--- config.mk ---
export PLATFORM = sky130hd
export DESIGN_NAME = smm_back_flat
export DESIGN_NICKNAME = d
export VERILOG_FILES = /design/src/sv/assert_macros.svh /design/src/sv/smm_pkg.sv /design/src/sv/smm_ifs.sv /design/src/sv/smm_back.sv /design/src/flat_wrapper.sv
export SDC_FILE = /design/constraint.sdc
export NUM_CORES = 2
export LEC_CHECK = 0
export BUFFER_PORTS_ARGS = -buffer_cell sky130_fd_sc_hd__buf_4
export CORE_MARGIN = 2
export CORE_UTILIZATION = 55
export CTS_CLUSTER_DIAMETER = 100
export DETAILED_ROUTE_END_ITERATION = 8
export PLACE_DENSITY = 0.83
export SKIP_CTS_REPAIR_TIMING = 1
export SYNTH_ARGS = -nofsm -noshare
export SYNTH_HDL_FRONTEND = slang
export SYNTH_SLANG_ARGS = --single-unit
export TNS_END_PERCENT = 50
--- constraint.sdc ---
create_clock -name clk -period 7.2 [get_ports clk]
set_clock_uncertainty 0.2 [all_clocks]
set_input_delay 0.72 -clock clk [delete_from_list [all_inputs] [get_ports clk]]
set_output_delay 0.72 -clock clk [all_outputs]
set_load 0.02 [all_outputs]
--- src/sv/assert_macros.svh ---
// assertion macros used by the top-level rtl file
`ifndef ASSERT_MACROS_SVH
`define ASSERT_MACROS_SVH

// same-cycle implication, disabled during reset
`define SMM_ASSERT_NOW(label, clk, rst, ante, cons, msg) \
  label: assert property (@(posedge clk) disable iff (rst) (ante) |-> (cons)) \
    else $error(msg);

// next-cycle implication, disabled during reset
`define SMM_ASSERT_NEXT(label, clk, rst, ante, cons, msg) \
  label: assert property (@(posedge clk) disable iff (rst) (ante) |=> (cons)) \
    else $error(msg);

`endif

--- src/sv/smm_pkg.sv ---
// shared types and constants of the shift-add mismatch matcher
package smm_pkg;

  localparam int WORD_BITS     = 64;
  localparam int ALPHABET_SIZE = 256;
  localparam int TIDX_W        = $clog2(ALPHABET_SIZE);
  localparam int POS_W         = 32;
  localparam int FIELD_W       = 6;
  localparam int QDEPTH        = 2;
  localparam int QPTR_W        = $clog2(QDEPTH);
  localparam int QCNT_W        = $clog2(QDEPTH + 1);

  localparam logic [63:0] ALL_WORD_BITS = 64'hFFFF_FFFF_FFFF_FFFF >> (64 - WORD_BITS);
  localparam logic [POS_W-1:0] COUNT_MAX = '1;

  typedef enum logic [1:0] {
    REG_FIELD_BITS,
    REG_WORD_MASK,
    REG_OVERFLOW_MASK,
    REG_MATCH_LIMIT
  } reg_idx_t;

  typedef enum logic {
    OP_LOAD,
    OP_TEXT
  } op_t;

  typedef struct packed {
    logic [FIELD_W-1:0] field_bits;
    logic [63:0]        word_mask;
    logic [63:0]        overflow_mask;
    logic [63:0]        match_limit;
  } cfg_t;

  // one text byte on its way from front to back
  typedef struct packed {
    logic [63:0]      inc;
    logic             first;
    logic [POS_W-1:0] start;
    logic             last;
  } q_entry_t;

  typedef struct packed {
    logic              full;
    logic              empty;
    logic [QCNT_W-1:0] count;
  } q_stat_t;

endpackage

--- src/sv/smm_ifs.sv ---


interface smm_out_if import smm_pkg::*; ();
  logic              valid;
  logic              ready;
  logic              match_found;
  logic [POS_W-1:0]  match_end;
  logic [POS_W-1:0]  match_count;
  logic              last;

  modport source (output valid, match_found, match_end, match_count, last,
                  input ready);
  modport sink (input valid, match_found, match_end, match_count, last,
                output ready);
endinterface

--- src/sv/smm_back.sv ---
// back end: shift-add counter update, then limit compare and match count
module smm_back import smm_pkg::*; (
  input  logic     clk,
  input  logic     rst,
  input  cfg_t     cfg,
  input  q_stat_t  q_stat,
  input  q_entry_t q_data,
  output logic     q_pop,
  smm_out_if.source results
);

  logic             advance;
  logic [63:0]      wmask;
  logic [63:0]      cw_base;
  logic [63:0]      ow_base;
  logic [63:0]      sum;
  logic [63:0]      cw_next;
  logic [63:0]      ow_next;
  logic [POS_W-1:0] pos_next;

  logic [63:0]      cw;
  logic [63:0]      ow;
  logic [POS_W-1:0] pos;
  logic             s1_valid;
  logic             s1_first;
  logic             s1_last;

  logic             hit;
  logic [POS_W-1:0] count_base;
  logic [POS_W-1:0] count_next;
  logic [POS_W-1:0] found_count;

  logic             out_valid;
  logic             out_found;
  logic [POS_W-1:0] out_end;
  logic [POS_W-1:0] out_count;
  logic             out_last;

  assign advance = !out_valid || results.ready;
  assign q_pop   = advance && !q_stat.empty;
  assign wmask   = cfg.word_mask & ALL_WORD_BITS;

  // stage one: the loop-carried counter and overflow words
  always_comb begin
    cw_base  = q_data.first ? (wmask & ~cfg.overflow_mask) : cw;
    ow_base  = q_data.first ? (wmask & cfg.overflow_mask) : ow;
    sum      = ((cw_base << cfg.field_bits) + q_data.inc) & wmask;
    ow_next  = ((ow_base << cfg.field_bits) | (sum & cfg.overflow_mask)) & wmask;
    cw_next  = sum & ~cfg.overflow_mask;
    pos_next = (q_data.first ? q_data.start : pos) + 1'b1;
  end

  always_ff @(posedge clk) begin
    if (rst) begin
      cw       <= '0;
      ow       <= '0;
      pos      <= '0;
      s1_valid <= 1'b0;
    end else if (advance) begin
      s1_valid <= !q_stat.empty;
      if (q_pop) begin
        cw  <= cw_next;
        ow  <= ow_next;
        pos <= pos_next;
      end
    end
  end

  always_ff @(posedge clk) begin
    if (q_pop) begin
      s1_first <= q_data.first;
      s1_last  <= q_data.last;
    end
  end

  // stage two: compare and saturating count
  always_comb begin
    hit        = (cw + ow) < cfg.match_limit;
    count_base = s1_first ? '0 : found_count;
    count_next = (hit && count_base != COUNT_MAX) ? count_base + 1'b1 : count_base;
  end

  always_ff @(posedge clk) begin
    if (rst) begin
      found_count <= '0;
      out_valid   <= 1'b0;
    end else if (advance) begin
      out_valid <= s1_valid;
      if (s1_valid) begin
        found_count <= count_next;
      end
    end
  end

  always_ff @(posedge clk) begin
    if (advance && s1_valid) begin
      out_found <= hit;
      out_end   <= pos;
      out_count <= count_next;
      out_last  <= s1_last;
    end
  end

  assign results.valid       = out_valid;
  assign results.match_found = out_found;
  assign results.match_end   = out_end;
  assign results.match_count = out_count;
  assign results.last        = out_last;

endmodule

--- src/flat_wrapper.sv ---
// flat-port wrapper written by rule: the top's interface ports become plain ports
module smm_back_flat import smm_pkg::*;
  (clk, rst, cfg, q_stat, q_data, q_pop, results_valid, results_match_found, results_match_end, results_match_count, results_last, results_ready);
  smm_out_if results_i ();
  input  logic clk;
  input  logic rst;
  input  cfg_t cfg;
  input  q_stat_t q_stat;
  input  q_entry_t q_data;
  output logic q_pop;
  output wire logic [$bits(results_i.valid)-1:0] results_valid;
  output wire logic [$bits(results_i.match_found)-1:0] results_match_found;
  output wire logic [$bits(results_i.match_end)-1:0] results_match_end;
  output wire logic [$bits(results_i.match_count)-1:0] results_match_count;
  output wire logic [$bits(results_i.last)-1:0] results_last;
  input wire logic [$bits(results_i.ready)-1:0] results_ready;
  assign results_valid = results_i.valid;
  assign results_match_found = results_i.match_found;
  assign results_match_end = results_i.match_end;
  assign results_match_count = results_i.match_count;
  assign results_last = results_i.last;
  assign results_i.ready = results_ready;
  smm_back u_core (.clk(clk), .rst(rst), .cfg(cfg), .q_stat(q_stat), .q_data(q_data), .q_pop(q_pop), .results(results_i));
endmodule
* Word-level counts from Yosys, hierarchy flattened
Cells that the tools add are included.
** Storage, ports and cells
- Bits in registers :: 262
- Word-level logic and storage cells :: 41
- Output and inout bits :: 68
- Input port bits :: 303
** Cells by class
- Bitwise operators :: 8
- Order comparisons :: 1
- Add/subtract/negate cells :: 4
- Reduce and logical (&&, ||, !) cells :: 8
- Equal/unequal tests :: 1
- Shift operators :: 2
- Multiplexer cells :: 5
** Operators by type and width (count)
- AND 64 bit :: 6
- adder 64 bit :: 2
- two-way mux 64 bit :: 2
- << shifter 64 x 6 -> 64 bit :: 2
- two-way mux 32 bit :: 3
- adder 32 x 1 -> 32 bit, second input constant :: 2
- less-than comparator 64 bit :: 1
- NOT 64 bit :: 1
- bitwise OR 64 bit :: 1
- != test 32 bit, second input constant :: 1
- AND reduction 2 bit :: 2
- logical AND 1 bit :: 3
- logical NOT 1 bit :: 2
- logical OR 1 bit :: 1

* Logic depth before layout (Yosys ltp)
- Depth in word-level cells :: 9
- Depth in mapped cells :: 27
- Mapped depth without buffers :: 26

* Worst setup path before layout
Ideal clock, no wire load.
- Kind :: reg2reg
- From :: register u_core.ow[0]
- To :: register u_core.out_count[29] (netlist: u_core.results.match_count[29]) (data pin)
- Clock period less this slack :: 5752 ps
- Slack :: 1448 ps
- Library setup time :: 262 ps
- Arrival :: 5290 ps
- Data required time :: 6738 ps
- Stages on the path, launching flop included :: 25
- Cell sequence :: dfxtp_1 ha_1 inv_1 fa_1 nor2b_1 o31a_1 a41oi_2 a31oi_1 a31oi_2 o21ai_1 a31oi_2 or3_1 a31oi_1 a311oi_1 xnor2_1 ha_1 a21o_1 a21oi_1 o21ai_0 a21o_1 or3_4 nor3b_4 nand4_1 o21a_1 or2_2
** On the way
- Longest elaborated chain between the ends :: 4
** RTL lines
- start, declared :: line smm_back.sv:22 : logic [63:0] ow;
- start signal, assigned :: line smm_back.sv:63 : ow <= ow_next;
- adder 64 bit :: line smm_back.sv:78 : hit = (cw + ow) < cfg.match_limit;
- less-than comparator 64 bit :: line smm_back.sv:78
- logical AND 1 bit :: line smm_back.sv:80 : count_next = (hit && count_base != COUNT_MAX) ? count_base + 1'b1 : count_base;
- two-way mux 32 bit :: line smm_back.sv:80
- named net u_core.count_next[29] :: line smm_back.sv:30 : logic [POS_W-1:0] count_next;
- end signal, assigned :: line smm_back.sv:99 : out_count <= count_next;
- end, declared :: line smm_back.sv:36 : logic [POS_W-1:0] out_count;
The timed path passes the listed nets, and every way through them passes these cells.
A chain may end at the register's enable or synchronous reset.

* Final worst setup path
- From :: register u_core.cw[0]
- To :: register u_core.out_count[29] (netlist: u_core.results.match_count[29]) (data pin)
** On the way
- Longest elaborated chain between the ends :: 4
** RTL lines
- start, declared :: line smm_back.sv:21 : logic [63:0] cw;
- start signal, assigned :: line smm_back.sv:62 : cw <= cw_next;
- adder 64 bit :: line smm_back.sv:78
- less-than comparator 64 bit :: line smm_back.sv:78
- logical AND 1 bit :: line smm_back.sv:80
- two-way mux 32 bit :: line smm_back.sv:80
- named net u_core.count_next[29] :: line smm_back.sv:30
The timed path passes the listed nets, and every way through them passes these cells.

==> metrics.csv <==
metric,value,unit
number of global-route vias before repair,29400,
Highest Signal Layer,met5,
type of origin of the critical path,flop,
Total Die Area,0.0562,mm2
core region area,0.0537,mm2
detailed placement HPWL,90300,um
"most used cell, CP",sky130_fd_sc_hd__buf_4,
most frequent cells after synthesis,"sky130_fd_sc_hd__nand2_1 (408), sky130_fd_sc_hd__a21oi_1 (373), sky130_fd_sc_hd__mux2i_1 (306)",
category of the worst setup path capture point,flop,
Setup TNS Final,0,ns
Max stage delay on crit path,0.41,ns
worst-case setup margin in the final layout,0.229,ns
Leakage,14.9,nW
total track usage,0.387,
cell with the biggest individual delay on the critical path,sky130_fd_sc_hd__fa_1,
Post-Synthesis Mean Instance Area,7.76,um2
WL met1,43100,um
number of maximum-capacitance violations,0,
number of design rule violations left after detail routing,0,
number of nets produced by synthesis,4342,
Layout Area Growth over Synthesis,14.6,%
fraction of power spent switching nets,0.374,
number of register bits inferred by synthesis,262,
proportion of power drawn by combinational gates,0.376,
worst-case clock buffer depth,3,
count of boundary I/O pins,371,
sequential share of power,0.326,
First-pass DRT Iterations,8,
"Clk Latency, worst-skew pair",0.58,ns
Syn Std Cell Area,0.0299,mm2
Worst EP required,7.33,ns
TritonCTS clock tree,done,
fraction of synthesis flops using an asynchronous set or reset pin,0,
register area share after synthesis,0.198,
Switch Pwr,1.86,mW
clock net sink count,262,
met2 wire len,50800,um
floorplan die width,237,um
distinct cell type count of the synthesized netlist,102,
violation count after the first detailed-route iteration,4575,
clock buffers created by TritonCTS,29,
Via Count,32500,
arrival time at the worst endpoint,7.10,ns
root buffer cell,sky130_fd_sc_hd__clkbuf_16,
routability congestion estimate,1.07,
Worst IR Drop VDD,0.000172,V
crit-path max FO,6,
highest clock frequency the design can meet,143,MHz
clock power share,0.297,
shortest clock period the worst path allows after layout,6.97,ns
share of cells above drive strength 1,0.167,
biggest area consumer among synthesized cells,sky130_fd_sc_hd__dfxtp_1,
final critical-path share of the clock period,0.968,
Routed Antenna Nets,0,
top post-synthesis cells by area,"sky130_fd_sc_hd__dfxtp_1 (13%), sky130_fd_sc_hd__mux2i_1 (10%), sky130_fd_sc_hd__ha_1 (8.0%)",
maximum number of pins on one net before global-route repair,84,
met3 wirelength from detailed routing,13200,um
power after layout,4.97,mW
CP bufs+invs,4,
category of cells accounting for the largest share of critical-path delay,simple AND/OR/NAND/NOR gates,
H-tree levels,1,
Filler Cells Inserted,4670,
max-slew violations,0,
GRT overflow,0,
routed len/inst,23.7,um
most frequently used cell type in the post-synthesis netlist,sky130_fd_sc_hd__nand2_1,
final net count,4598,
outcome,finished clean,
antenna violations before repair,11,
number of synthesized flops with an enable pin,68,
count of mapped cells out of synthesis,3846,
final setup violating endpoints,0,
power per unit of standard cell area,145,mW/mm2
clock input transition at the sequential cells of the worst setup and hold paths,0.06,ns
Row Count,85,
minimum setup slack after placement,0.389,ns
YS warnings,0,
Slew @ Worst Pin,0.875,ns
endpoints failing hold,0,
Port Buffer Count,367,
die span in y,237,um
max_slew headroom,0.417,
Via density,6.72,
Synth Flop Type,sky130_fd_sc_hd__dfxtp_1,
internal power of the cells,3.11,mW
class of the tightest hold or removal check,primary input to flop,
Initial Utilization,0.556,
Yosys top cell area share,0.130,
final WL,114000,um
global-route wire length before repair,171000,um
category of the critical setup timing path,flop to flop,
## layout make-up
type / instances / area (um2) / share of cell area
multi-input combinational: 3191 / 22400 / 0.653
sequential: 262 / 5930 / 0.173
timing repair buffer: 470 / 3560 / 0.104
tap: 696 / 871 / 0.0254
clock buffer: 36 / 762 / 0.0223
inverter: 148 / 569 / 0.0166
clock inverter: 17 / 154 / 0.00450
antenna: 11 / 27.5 / 0.000804
## flip-flops by register name, summed over array words and instances, names as in the netlist
name	cells
u_core.cw	64
u_core.ow	64
u_core.found_count	32
u_core.pos	32
u_core.results.match_count	32
u_core.results.match_end	32
u_core.results.last	1
u_core.results.match_found	1
u_core.results.valid	1
u_core.s1_first	1
u_core.s1_last	1
u_core.s1_valid	1
## stage by stage
step                 util  hold WS, ns  std cells  cell area [um2]
floorplan               -        0.200       3846            29900
global placement    0.619        0.220       4762            33200
detailed placement  0.619        0.244       4762            33200
CTS                 0.636        0.120       4815            34100
global route        0.637        0.122       4829            34200
finish              0.637        0.125       4831            34200
## layer usage
metal,GRT usage,vias to the layer above
met5,0,-
met2,0.612,2086
met4,0.220,2
li1,-,14800
met1,0.494,15200
met3,0.0758,398
## worst paths after layout
| kind | end | depth (start not counted) | slack [ns] | start |
|---|---|---|---|---|
| max | u_core.results.match_count[29]$_DFFE_PP_ | 28 | 0.23 | u_core.cw[0]$_SDFFE_PP0P_ |
| min | u_core.s1_last$_DFFE_PP_ | 1 | 0.12 | q_data[0] |
| max reg2reg | u_core.results.match_count[29]$_DFFE_PP_ | 28 | 0.23 | u_core.cw[0]$_SDFFE_PP0P_ |
| min reg2reg | u_core.results.last$_DFFE_PP_ | 0 | 0.25 | u_core.s1_last$_DFFE_PP_ |
## cells by family (layout without fill, tap and decap cells)
logic type	after synthesis	in the layout	share of synthesized area
buffers and inverters	393	671	0.0539
adders and majority gates	193	193	0.0814
AOI/OAI and AO/OA	1185	1185	0.255
xor gates and xnor gates	159	159	0.0466
muxes	426	426	0.170
and+or+nand+nor	1228	1228	0.195
DFF	262	262	0.198
other	0	11	0
## placed cells by master, fill, tap and decap left out, types with 23 or more instances in the layout
| cell | Yosys | final |
|---|---|---|
| sky130_fd_sc_hd__mux4_2 | 59 | 59 |
| sky130_fd_sc_hd__inv_1 | 142 | 140 |
| sky130_fd_sc_hd__ha_1 | 191 | 191 |
| sky130_fd_sc_hd__and2_1 | 49 | 49 |
| sky130_fd_sc_hd__a32o_1 | 27 | 27 |
| sky130_fd_sc_hd__o21ai_0 | 224 | 223 |
| sky130_fd_sc_hd__dfxtp_1 | 194 | 194 |
| sky130_fd_sc_hd__o21a_1 | 23 | 23 |
| sky130_fd_sc_hd__xnor2_1 | 104 | 104 |
| sky130_fd_sc_hd__buf_4 | 9 | 467 |
| sky130_fd_sc_hd__mux2i_1 | 306 | 306 |
| sky130_fd_sc_hd__a21o_1 | 93 | 93 |
| sky130_fd_sc_hd__nand2_1 | 408 | 408 |
| sky130_fd_sc_hd__and3_1 | 67 | 67 |
| sky130_fd_sc_hd__mux2_2 | 61 | 61 |
| sky130_fd_sc_hd__clkbuf_16 | 0 | 29 |
| sky130_fd_sc_hd__a32oi_1 | 23 | 23 |
| sky130_fd_sc_hd__a2bb2oi_1 | 26 | 26 |
| sky130_fd_sc_hd__o211ai_1 | 32 | 32 |
| sky130_fd_sc_hd__nor3_1 | 31 | 31 |
| sky130_fd_sc_hd__a21oi_1 | 373 | 373 |
| sky130_fd_sc_hd__a31oi_1 | 59 | 59 |
| sky130_fd_sc_hd__o22ai_1 | 48 | 48 |
| sky130_fd_sc_hd__edfxtp_1 | 68 | 68 |
| sky130_fd_sc_hd__nand3_1 | 135 | 135 |
| sky130_fd_sc_hd__xor2_1 | 55 | 55 |
| sky130_fd_sc_hd__nor2b_1 | 65 | 65 |
| sky130_fd_sc_hd__a211oi_1 | 69 | 69 |
| sky130_fd_sc_hd__nor2_1 | 304 | 301 |
| sky130_fd_sc_hd__nand4_1 | 62 | 62 |
| sky130_fd_sc_hd__o21bai_1 | 26 | 26 |
## power by group through the flow
stage | Clock [mW] | Sequential [mW] | Combinational, mW
after floorplan | 0 | 1.65 | 1.11
final | 1.48 | 1.62 | 1.87
after detailed placement | 0 | 1.65 | 1.79
after global routing | 1.54 | 1.63 | 1.97
after CTS | 1.48 | 1.62 | 1.80
after global placement | 0 | 1.65 | 1.78
No activity file was read; power rests on OpenSTA's default activity.
