`src/sv/assert_macros.svh`:
```
// assertion macros used by the top-level rtl file
`ifndef ASSERT_MACROS_SVH
`define ASSERT_MACROS_SVH

// same-cycle implication, disabled during reset
`define SMM_ASSERT_NOW(label, clk, rst, ante, cons, msg) \
  label: assert property (@(posedge clk) disable iff (rst) (ante) |-> (cons)) \
    else $error(msg);

// next-cycle implication, disabled during reset
`define SMM_ASSERT_NEXT(label, clk, rst, ante, cons, msg) \
  label: assert property (@(posedge clk) disable iff (rst) (ante) |=> (cons)) \
    else $error(msg);

`endif

```
`src/sv/smm_pkg.sv`:
```
// shared types and constants of the shift-add mismatch matcher
package smm_pkg;

  localparam int WORD_BITS     = 64;
  localparam int ALPHABET_SIZE = 256;
  localparam int TIDX_W        = $clog2(ALPHABET_SIZE);
  localparam int POS_W         = 32;
  localparam int FIELD_W       = 6;
  localparam int QDEPTH        = 2;
  localparam int QPTR_W        = $clog2(QDEPTH);
  localparam int QCNT_W        = $clog2(QDEPTH + 1);

  localparam logic [63:0] ALL_WORD_BITS = 64'hFFFF_FFFF_FFFF_FFFF >> (64 - WORD_BITS);
  localparam logic [POS_W-1:0] COUNT_MAX = '1;

  typedef enum logic [1:0] {
    REG_FIELD_BITS,
    REG_WORD_MASK,
    REG_OVERFLOW_MASK,
    REG_MATCH_LIMIT
  } reg_idx_t;

  typedef enum logic {
    OP_LOAD,
    OP_TEXT
  } op_t;

  typedef struct packed {
    logic [FIELD_W-1:0] field_bits;
    logic [63:0]        word_mask;
    logic [63:0]        overflow_mask;
    logic [63:0]        match_limit;
  } cfg_t;

  // one text byte on its way from front to back
  typedef struct packed {
    logic [63:0]      inc;
    logic             first;
    logic [POS_W-1:0] start;
    logic             last;
  } q_entry_t;

  typedef struct packed {
    logic              full;
    logic              empty;
    logic [QCNT_W-1:0] count;
  } q_stat_t;

endpackage

```
`src/sv/smm_queue.sv`:
```
// short fifo between front and back
module smm_queue import smm_pkg::*; (
  input  logic     clk,
  input  logic     rst,
  input  logic     push,
  input  q_entry_t push_data,
  input  logic     pop,
  output q_entry_t pop_data,
  output q_stat_t  stat
);

  q_entry_t          slots [QDEPTH];
  logic [QPTR_W-1:0] wr_ptr;
  logic [QPTR_W-1:0] rd_ptr;
  logic [QCNT_W-1:0] count;

  always_ff @(posedge clk) begin
    if (push) begin
      slots[wr_ptr] <= push_data;
    end
  end

  always_ff @(posedge clk) begin
    if (rst) begin
      wr_ptr <= '0;
      rd_ptr <= '0;
      count  <= '0;
    end else begin
      if (push) begin
        wr_ptr <= (32'(wr_ptr) == QDEPTH - 1) ? '0 : wr_ptr + 1'b1;
      end
      if (pop) begin
        rd_ptr <= (32'(rd_ptr) == QDEPTH - 1) ? '0 : rd_ptr + 1'b1;
      end
      if (push && !pop) begin
        count <= count + 1'b1;
      end else if (pop && !push) begin
        count <= count - 1'b1;
      end
    end
  end

  assign pop_data   = slots[rd_ptr];
  assign stat.full  = (32'(count) == QDEPTH);
  assign stat.empty = (count == '0);
  assign stat.count = count;

endmodule

```
`config.mk`:
```
export PLATFORM = sky130hd
export DESIGN_NAME = smm_queue
export DESIGN_NICKNAME = d
export VERILOG_FILES = /design/src/sv/assert_macros.svh /design/src/sv/smm_pkg.sv /design/src/sv/smm_queue.sv
export SDC_FILE = /design/constraint.sdc
export NUM_CORES = 1
export LEC_CHECK = 0
export BUFFER_PORTS_ARGS = -buffer_cell sky130_fd_sc_hd__buf_4
export CAP_MARGIN = 20
export CORE_MARGIN = 3
export CORE_UTILIZATION = 52
export CTS_CLUSTER_DIAMETER = 40
export CTS_CLUSTER_SIZE = 14
export DETAILED_ROUTE_END_ITERATION = 10
export MAX_ROUTING_LAYER = met4
export PLACE_DENSITY = 0.79
export SKIP_CTS_REPAIR_TIMING = 1
export SLEW_MARGIN = 20
export SYNTH_ARGS = -nofsm -noshare
export SYNTH_HDL_FRONTEND = slang
export SYNTH_SLANG_ARGS = --single-unit
```
`constraint.sdc`:
```
create_clock -name clk -period 6.7 [get_ports clk]
set_clock_uncertainty 0.15 [all_clocks]
set_input_delay 1.005 -clock clk [delete_from_list [all_inputs] [get_ports clk]]
set_output_delay 1.005 -clock clk [all_outputs]
set_load 0.05 [all_outputs]
```
; ---- Word-level counts from Yosys, hierarchy flattened
; Memories as Yosys holds them, arrays and structs flattened. A register that Yosys moved wholly into a read port is not among the register bits.
; Index checks and enable logic that the tools add are counted.
[totals]
ff_bits = 4
ramBits = 196
in_bits = 102
output_inout_bits = 102
word_cells = 23
n_memories = 1
[op_classes]
addsub = 4
eq_ne = 1
n_mux = 8
n_reduce_logical = 6
[memory_table]
columns = name, depth, width, read_ports, rd_ports_with_merged_regs, write_ports, line
row1 = slots, 2, 98, 1, 1, 1, smm_queue.sv:12  ; q_entry_t slots [QDEPTH];
[ops]
columns = operator, n
row1 = $mux 1, 6
row2 = $mux 2, 2
row3 = $add 1x1->1 const B, 2
row4 = $add 2x1->2 const B, 1
row5 = $eq 2x2->1 const B, 1
row6 = $logic_and 1x1->1, 2
row7 = $logic_not 1->1, 2
row8 = $logic_not 2->1, 1
row9 = $reduce_bool 2->1, 1
row10 = $sub 2x1->2 const B, 1

; ---- Longest topological paths before layout
; Gate-level depths: netlist (run 1).
[depth]
word_depth = 4
mapped_depth = 5

; ---- Worst setup path before layout (run 1)
; OpenSTA, ideal clock, no wires.
[synth_timing]
kind = input to register
from = input port push
to = memory slots[0][0] (netlist name) (enable)
arrival_time_ns = 5.272
setup_slack_ns = 0.711
path_stages = 1
n_path_buf = 0
cell_sequence = nor2b_1
[synth_via]
elab_chain_len = 2
[synth_lines]
columns = element, line
row1 = "start, declared", smm_queue.sv:5  ; input logic push,
row2 = $mux 1, smm_queue.sv:18  ; if (push) begin
row3 = $mux 1 (implied by the code), smm_queue.sv:19  ; slots[wr_ptr] <= push_data;
row4 = "end, declared", smm_queue.sv:12
; Every way passes these cells.

==> results of run 1 <==
metal layers:
layer | vias to the layer above | track usage (%)
met2 | 177 | 28.9
li1 | 1738 | -
met1 | 1850 | 21.4
met5 | - | -
met3 | 29 | 4.59
met4 | 0 | 4.46
state kept, by name, summed over array words and instances (netlist names), named ones only:
register and flops:
slots 196, count 2, wr_ptr 1, rd_ptr 1
synth_stat cells:
library cell	count
nor2b_1	2
buf_6	4
inv_1	1
or3_1	1
buf_2	7
edfxtp_1	196
and2_1	1
nor2_1	5
mux2_2	78
dfxtp_1	5
xnor2_1	2
a21oi_1	1
ha_1	1
xor2_1	2
mux2_4	20
o21ai_0	1
worst paths after layout:
check / depth (start not counted) / slack (ns) / startpoint / end
worst min-delay path: 2 / 0.37 / rd_ptr$_SDFFE_PP0P_ / rd_ptr$_SDFFE_PP0P_
worst min register to register: 2 / 0.37 / rd_ptr$_SDFFE_PP0P_ / rd_ptr$_SDFFE_PP0P_
worst max register to register: 2 / 4.29 / wr_ptr$_SDFFE_PP0P_ / slots[0][57]$_DFFE_PP_
worst max-delay path: 3 / 2.89 / flip-flop / pop_data[2]
critical path, cell delays in order (launching register included):
cell     delay (ns)
dfxtp_4        0.77
buf_4          0.72
mux2_2         0.42
buf_4          0.19
placed cells by master (no fill, tap or decap), types with 2 or more instances in the layout:
cell type / count
nor2_1: 5
bufinv_16: 2
xor2_1: 2
clkinv_4: 2
buf_4: 206
clkbuf_16: 25
mux2_4: 20
xnor2_1: 2
edfxtp_1: 196
mux2_2: 78
inv_6: 5
dfxtp_1: 4
clkinv_2: 4
layout make-up:
| cell class | instances | share of cell area [%] |
|---|---|---|
| repair buffers | 206 | 15.7 |
| flip-flops and latches | 201 | 60.8 |
| clock inverters | 16 | 1.67 |
| inverters | 1 | 0.0381 |
| clock buffers | 26 | 6.39 |
| multi-input cells | 114 | 13.1 |
| well taps | 176 | 2.24 |
metrics by stage:
stage | hold slack, ns | total power [mW] | setup WS [ns]
after global routing | 0.427 | 3.44 | 2.73
after global placement | 0.347 | 2.09 | 3.39
after CTS | 0.381 | 3.36 | 2.84
after floorplan | 0.330 | 1.92 | 0.711
after detailed placement | 0.364 | 2.10 | 3.37
final | 0.372 | 3.32 | 2.89
cells by family (layout without fill, tap and decap cells):
family,after synthesis,count (layout)
flops,201,201
mux,98,98
buf+inv,12,249
simple gates,9,9
xor+xnor,4,4
compound gates,2,2
fa+ha+maj,1,1
power groups by stage:
stage / Sequential, mW / Clock, mW / Combinational (mW)
3_3_place_gp: 1.52 / 0 / 0.565
3_5_place_dp: 1.53 / 0 / 0.573
6_report: 1.50 / 1.25 / 0.569
4_1_cts: 1.50 / 1.28 / 0.575
5_1_grt: 1.51 / 1.34 / 0.592
2_1_floorplan: 1.52 / 0 / 0.393
==> run summary, run 1 <==
Rel. slew slack -> 33.1%
Core Area -> 13500 um^2
Final hold vios -> 0
NumNets Final -> 652
Static Leakage -> 3.76 nW
Gp weighted congestion -> 0.749
Post-Syn Nets -> 430
CTS H-Tree Depth -> 1
Post-Synth XOR/XNOR Area -> 0.477%
DR WL met3 -> 1150 um
CTS buffer count -> 25
Clock Root Buffer -> clkbuf_16
CP Max Fanout -> 52
Routed Antenna Nets -> 0
Period minus WS final -> 3.81 ns
Yosys top cell area share -> 80.1%
Multi-input gate area -> 1290 um^2
Netlist Area Pre-Place -> 7350 um^2
Final instance area -> 9840 um^2
Switching Fraction -> 26.6%
Comb pwr share -> 17.1%
Vias post-DR -> 3794
Area growth from synthesis to layout -> 33.9%
Final Cycle Share -> 56.8%
Post-synthesis simple-gate area fraction -> 0.596%
Antenna diode count -> 0
Die Area -> 15600 um^2
Outcome -> finished, final reports clean
Initial DRT Pass Iterations -> 4
Initial antenna violation count -> 0
CTS Sinks -> 201
Worst vdd ir -> 261 uV
Initial Util -> 54.4%
Ys Warns -> 0
Tot GR Track Use -> 17.4%
Die height -> 125 um
Yosys cell types -> 16
Setup TNS -> 0 ns
Seq cells post-synth -> 201
Endpoint type of the worst setup path -> output port
DR top layer -> met4
Bufs on Longest Clock Path -> 3
Layout Cells excl Fill -> 740
Cells after DPL -> 698
GRT overflow -> 0
Global-route wire length before repair -> 21000 um
Kind of critical path -> reg -> out
CTS tree -> built
Final setup violation count -> 0
Worst Tran Pin Value -> 1.00 ns
Pwr/cell area -> 338 nW/um^2
Num rows -> 42
Final Max Slew Viols -> 0
Nature of the critical path startpoint -> flip-flop
Final wirelength -> 13900 um
Vias in the first global route -> 4054
Crit path DAT -> 2.65 ns
Post-DP HPWL -> 9260 um
Mapped Cells -> 327
Share of post-route cells with drive strength above 1 -> 61.5%
RSZ-0062 raised after global routing -> no
Worst-skew pair later-pin latency -> 0.48 ns
Max cap viols -> 0
Internal -> 2.44 mW
Routed WL per cell -> 18.7 um
WL met1 -> 5500 um
Sequential share of the synthesized area -> 81.4%
Fillcell total -> 822
Largest net degree at the start of global routing -> 76
Syn_area_per_cell -> 22.5 um^2
# IOs -> 204
NetSw -> 884 uW
Fin util -> 72.9%
Largest family of logic cells by synthesized area -> multiplexers
Placed instance area -> 9050 um^2
Met2 wire len -> 6890 um
Vias/cell -> 5.13
DRT iter0 DRCs -> 193
Compound-Gate Fraction of Synth Area -> 0.136%
WP data required -> 5.54 ns
Hold Crit Class -> reg -> reg
DRC violations left -> 0
Clock power frac -> 37.7%
CTS clk-pin slew, worst paths -> 0.05 ns
Top cells by area, synth -> edfxtp_1 (80%), mux2_2 (12%), mux2_4 (4.1%), dfxtp_1 (1.4%), buf_6 (0.61%)
PortBufs -> 203
FF/Latch Area -> 5990 um^2
Fmax -> 0.263 GHz
Area leader, netlist -> edfxtp_1
Chip width -> 125 um
Adder-Cell Fraction of Synth Area -> 0.170%
Mux share of post-synthesis cell area -> 16.0%
Sequential fraction of design power -> 45.2%
No activity file was read; power rests on OpenSTA's default activity.
==> inputs of run 2 (changes only) <==
==> constraint.sdc (replaced) <==
create_clock -name clk -period 3.8 [get_ports clk]
set_clock_uncertainty 0.15 [all_clocks]
set_input_delay 0.57 -clock clk [delete_from_list [all_inputs] [get_ports clk]]
set_output_delay 0.57 -clock clk [all_outputs]
set_load 0.05 [all_outputs]
==> run summary, run 2 (same netlist as run 1, synthesis figures left out) <==
Outcome -> finished, final reports clean
Bufs on Longest Clock Path -> 3 (unchanged)
Share of post-route cells with drive strength above 1 -> 61.2% (-0.31 points)
WP data required -> 3.08 ns (-2.46 ns)
Max FFs per register -> 196 (unchanged)
Die Area -> 15600 um^2 (unchanged)
Final wirelength -> 13600 um (-1.7%)
Worst vdd ir -> 448 uV (+71%)
Fin util -> 72.8% (-0.093 points)
Top Registers -> slots (196), count (2)
Chip width -> 125 um (unchanged)
Worst Tran Pin Value -> 0.718 ns (-0.285 ns)
Vias/cell -> 5.05 (-1.4%)
CTS H-Tree Depth -> 1 (unchanged)
Fmax -> 0.334 GHz
Antenna diode count -> 0 (unchanged)
Placed instance area -> 9090 um^2 (+0.41%)
CTS clk-pin slew, worst paths -> 0.06 ns (about the same)
Gp weighted congestion -> 0.778 (+3.8%)
Vias post-DR -> 3730 (-1.7%)
Final setup violation count -> 0 (unchanged)
Core Area -> 13500 um^2 (unchanged)
Largest net degree at the start of global routing -> 93 (+22%)
Setup TNS -> 0 ns (unchanged)
Global-route wire length before repair -> 21000 um (-0.20%)
CTS Sinks -> 201 (unchanged)
Kind of critical path -> reg -> out
CTS tree -> built
Final Cycle Share -> 78.9%
CP Max Fanout -> 50 (-3.8%)
# IOs -> 204 (unchanged)
Overall Power -> 5.74 mW (+73%)
Crit path DAT -> 2.28 ns (-0.37 ns)
Routed Antenna Nets -> 0 (unchanged)
Post-DP HPWL -> 9050 um (-2.3%)
Initial Util -> 54.4% (unchanged)
Nature of the critical path startpoint -> flip-flop
NumNets Final -> 650 (-0.31%)
Clock Root Buffer -> clkbuf_16
Max cap viols -> 0 (unchanged)
Routed WL per cell -> 18.5 um (-1.4%)
Vias in the first global route -> 3975 (-1.9%)
Multi-input gate area -> 1290 um^2 (unchanged)
Final hold vios -> 0 (unchanged)
Tot GR Track Use -> 17.2% (-0.17 points)
Commonest non-fill, non-tap cells in the layout -> buf_4 (203), edfxtp_1 (196), mux2_2 (78), clkbuf_16 (23), mux2_4 (20)
FF/Latch Area -> 5990 um^2 (unchanged)
Initial DRT Pass Iterations -> 4 (unchanged)
Static Leakage -> 3.74 nW (-0.61%)
Most common cell after layout, fill and taps aside -> buf_4
PortBufs -> 203 (unchanged)
Area growth from synthesis to layout -> 33.8%
Hold Crit Class -> in -> reg
Final Max Slew Viols -> 0 (unchanged)
DRC violations left -> 0 (unchanged)
GRT overflow -> 0 (unchanged)
Die height -> 125 um (unchanged)
Pwr/cell area -> 584 nW/um^2 (+73%)
RSZ-0062 raised after global routing -> no
Period minus WS final -> 3.00 ns
Initial antenna violation count -> 0 (unchanged)
Most flop-heavy register -> slots
Hold_ws -> 0.116 ns (-0.256 ns)
Rel. slew slack -> 52.2% (+19 points)
DRT iter0 DRCs -> 195 (+1.0%)
Worst-skew pair later-pin latency -> 0.48 ns (about the same)
Num rows -> 42 (unchanged)
CTS buffer count -> 23 (-8.0%)
Final instance area -> 9830 um^2 (-0.13%)
Fillcell total -> 816 (-0.73%)
Endpoint type of the worst setup path -> output port
## run 2: cell types whose count changed in the layout (fill, tap and decap cells not counted), sizes merged
cell,before,now
clkinvlp,1,3
inv,7,4
clkbuf,26,25
## run 2: critical path: stages, from the launching register on
cell and delay (ns):
dfxtp_4 0.78, buf_12 0.37, mux2_2 0.39, buf_4 0.19
## run 2: layer usage
layer | vias up | wire length, um | track usage [%]
met5 | - | 0 | -
met4 | 0 | 158 | 3.51
met2 | 167 | 6690 | 27.7
met1 | 1809 | 5460 | 22.1
met3 | 19 | 1320 | 5.06
li1 | 1735 | - | -
## run 2: path summary, 6_finish.rpt
| check | from | endpoint | slack, ns | depth (start not counted) |
|---|---|---|---|---|
| setup / recovery | flip-flop | pop_data[89] | 0.80 | 3 |
| hold / removal | push_data[29] | slots[1][29]$_DFFE_PP_ | 0.12 | 1 |
| setup reg to reg | wr_ptr$_SDFFE_PP0P_ | slots[1][77]$_DFFE_PP_ | 1.87 | 2 |
| hold reg to reg | rd_ptr$_SDFFE_PP0P_ | flip-flop | 0.35 | 2 |
## run 2: stage by stage
stage	worst slack, ns	instances
2_1_floorplan	0.0847	327
3_3_place_gp	1.31	698
3_5_place_dp	1.28	698
4_1_cts	0.765	738
5_1_grt	0.696	738
6_report	0.804	738
## run 2: layout make-up
cell class | count | area share, %
Inverter | 1 | 0.0382
Clock inverter | 15 | 1.63
Tap cell | 176 | 2.24
Sequential cell | 201 | 60.9
Multi-Input combinational cell | 114 | 13.1
Timing Repair Buffer | 206 | 16.1
Clock buffer | 25 | 5.93
## run 2: where the power goes
group | internal [mW] | leakage [nW] | switching (mW)
logic | 0.363 | 1.50 | 0.643
clock network | 1.26 | 0.358 | 0.833
registers | 2.59 | 1.88 | 0.0552
==> inputs of run 3 (changes only) <==
==> constraint.sdc (replaced) <==
create_clock -name clk -period 2.8 [get_ports clk]
set_clock_uncertainty 0.15 [all_clocks]
set_input_delay 0.42 -clock clk [delete_from_list [all_inputs] [get_ports clk]]
set_output_delay 0.42 -clock clk [all_outputs]
set_load 0.05 [all_outputs]
==> run summary, run 3 (same netlist as run 1, synthesis figures left out) <==
Final instance area -> 10900 um^2 (+11%)
Outcome -> finished, final reports clean
Vias in the first global route -> 4057 (+2.1%)
RSZ-0062 raised after global routing -> no
Cell Chain, Critical Path -> buf_4 -> mux2_2 -> buf_4
Crit path DAT -> 1.91 ns (-0.37 ns)
Initial antenna violation count -> 0 (unchanged)
CTS tree -> built
Share of post-route cells with drive strength above 1 -> 52.6% (-8.6 points)
DR WL met3 -> 1210 um (-8.3%)
Final hold vios -> 0 (unchanged)
Endpoint type of the worst setup path -> output port
Vias post-DR -> 4255 (+14%)
Final Max Slew Viols -> 0 (unchanged)
Reg2Reg Depth -> 2 (unchanged)
Placed instance area -> 9120 um^2 (+0.33%)
Period minus WS final -> 2.48 ns
Global-route wire length before repair -> 21600 um (+3.3%)
Setup TNS -> 0 ns (unchanged)
Final wirelength -> 16500 um (+21%)
Clock Root Buffer -> clkbuf_16
Most flop-heavy register -> slots
Die height -> 125 um (unchanged)
Area growth from synthesis to layout -> 47.9%
Post-DP HPWL -> 9110 um (+0.63%)
Die Area -> 15600 um^2 (unchanged)
Nature of the critical path startpoint -> flip-flop
Gp weighted congestion -> 0.777 (-0.13%)
Crit-path max cell delay -> 0.44 ns (-0.34 ns)
Critical Path Most Common Cell -> buf_4
GRT overflow -> 0 (unchanged)
Vias/cell -> 5.04 (-0.37%)
Rel. slew slack -> 64.8% (+13 points)
WP data required -> 2.23 ns (-0.85 ns)
CP Max Fanout -> 41 (-18%)
Static Leakage -> 4.19 nW (+12%)
Initial DRT Pass Iterations -> 5 (+1)
Final setup violation count -> 0 (unchanged)
Met2 wire len -> 8620 um (+29%)
Max cap viols -> 0 (unchanged)
Commonest non-fill, non-tap cells in the layout -> buf_4 (207), edfxtp_1 (196), dlygate4sd3_1 (99), mux2_2 (78), clkbuf_16 (25)
Pwr/cell area -> 736 nW/um^2 (+26%)
CTS clk-pin slew, worst paths -> 0.06 ns (about the same)
DRT iter0 DRCs -> 251 (+29%)
Worst-skew pair later-pin latency -> 0.48 ns (about the same)
Fmax -> 0.403 GHz
FF/Latch Area -> 5990 um^2 (unchanged)
Hold_ws -> 0.0604 ns (-0.0553 ns)
Hold Crit Class -> in -> reg
Antenna diode count -> 0 (unchanged)
Fin util -> 80.5% (+7.7 points)
Hold Path Cell Cnt -> 3 (+2)
CTS Sinks -> 201 (unchanged)
Num rows -> 42 (unchanged)
DR top layer -> met4
Bufs on Longest Clock Path -> 3 (unchanged)
Slowest cell on crit path -> buf_4
Worst Tran Pin Value -> 0.528 ns (-0.189 ns)
Largest net degree at the start of global routing -> 66 (-29%)
Worst vdd ir -> 631 uV (+41%)
Initial Util -> 54.4% (unchanged)
WL met1 -> 6450 um (+18%)
CTS buffer count -> 25 (+8.7%)
NumNets Final -> 755 (+16%)
DRC violations left -> 0 (unchanged)
Kind of critical path -> reg -> out
Max FFs per register -> 196 (unchanged)
Fillcell total -> 640 (-22%)
Multi-input gate area -> 1290 um^2 (unchanged)
Most common cell after layout, fill and taps aside -> buf_4
Routed Antenna Nets -> 0 (unchanged)
Routed WL per cell -> 19.6 um (+5.9%)
Chip width -> 125 um (unchanged)
Final Cycle Share -> 88.6%
Top Registers -> slots (196), count (2)
Tot GR Track Use -> 17.9% (+0.66 points)
# IOs -> 204 (unchanged)
R2r setup slk -> 1.03 ns (-0.84 ns)
CTS H-Tree Depth -> 1 (unchanged)
Core Area -> 13500 um^2 (unchanged)
PortBufs -> 203 (unchanged)
==> run 3: cell types whose count changed in the layout (fill, tap and decap cells not counted), moves of 2 or more <==
cell / change
clkbuf_16: +2
bufinv_16: -2
buf_4: +4
inv_6: +4
dlygate4sd3_1: +99
==> run 3: path summary, 6_finish.rpt <==
check | start | end
worst max-delay path | flip-flop | pop_data[32]
worst min-delay path | pop | flip-flop
worst max register to register | wr_ptr$_SDFFE_PP0P_ | slots[1][3]$_DFFE_PP_
worst min register to register | rd_ptr$_SDFFE_PP0P_ | flip-flop
==> run 3: routing by layer <==
layer,track usage (%),vias to the layer above
met5,-,-
met4,4.15,0
met3,5.45,24
met2,29.3,209
met1,22.2,2076
li1,-,1946
==> run 3: per-stage QoR <==
step	worst slack, ns	cells	power (mW)
2_1_floorplan	0.321	327	4.57
3_3_place_gp	0.821	702	5.00
3_5_place_dp	0.814	702	5.03
4_1_cts	0.294	746	7.91
5_1_grt	0.253	845	8.28
6_report	0.320	845	8.00
==> run 3: critical path: cells and delay by family (launching register included) <==
| family | cells | cell delay, ns |
|---|---|---|
| muxes | 1 | 0.42 |
| DFF | 1 | 0.35 |
| buffers and inverters | 2 | 0.63 |
==> run 3: where the power goes <==
part / total [mW] / internal (mW) / leakage, nW / switching [mW]
Sequential: 3.57 / 3.51 / 1.88 / 0.0566
Clock: 2.89 / 1.67 / 0.374 / 1.23
Combinational: 1.54 / 0.590 / 1.93 / 0.949
Total: 8.00 / 5.77 / 4.19 / 2.23
==> run 3: cell type report <==
type	count	area share [%]
sequential	201	55.1
multi-input combinational	114	11.9
tap	176	2.03
inverter	1	0.0345
clock buffer	26	5.79
timing repair buffer	309	24.0
clock inverter	18	1.19
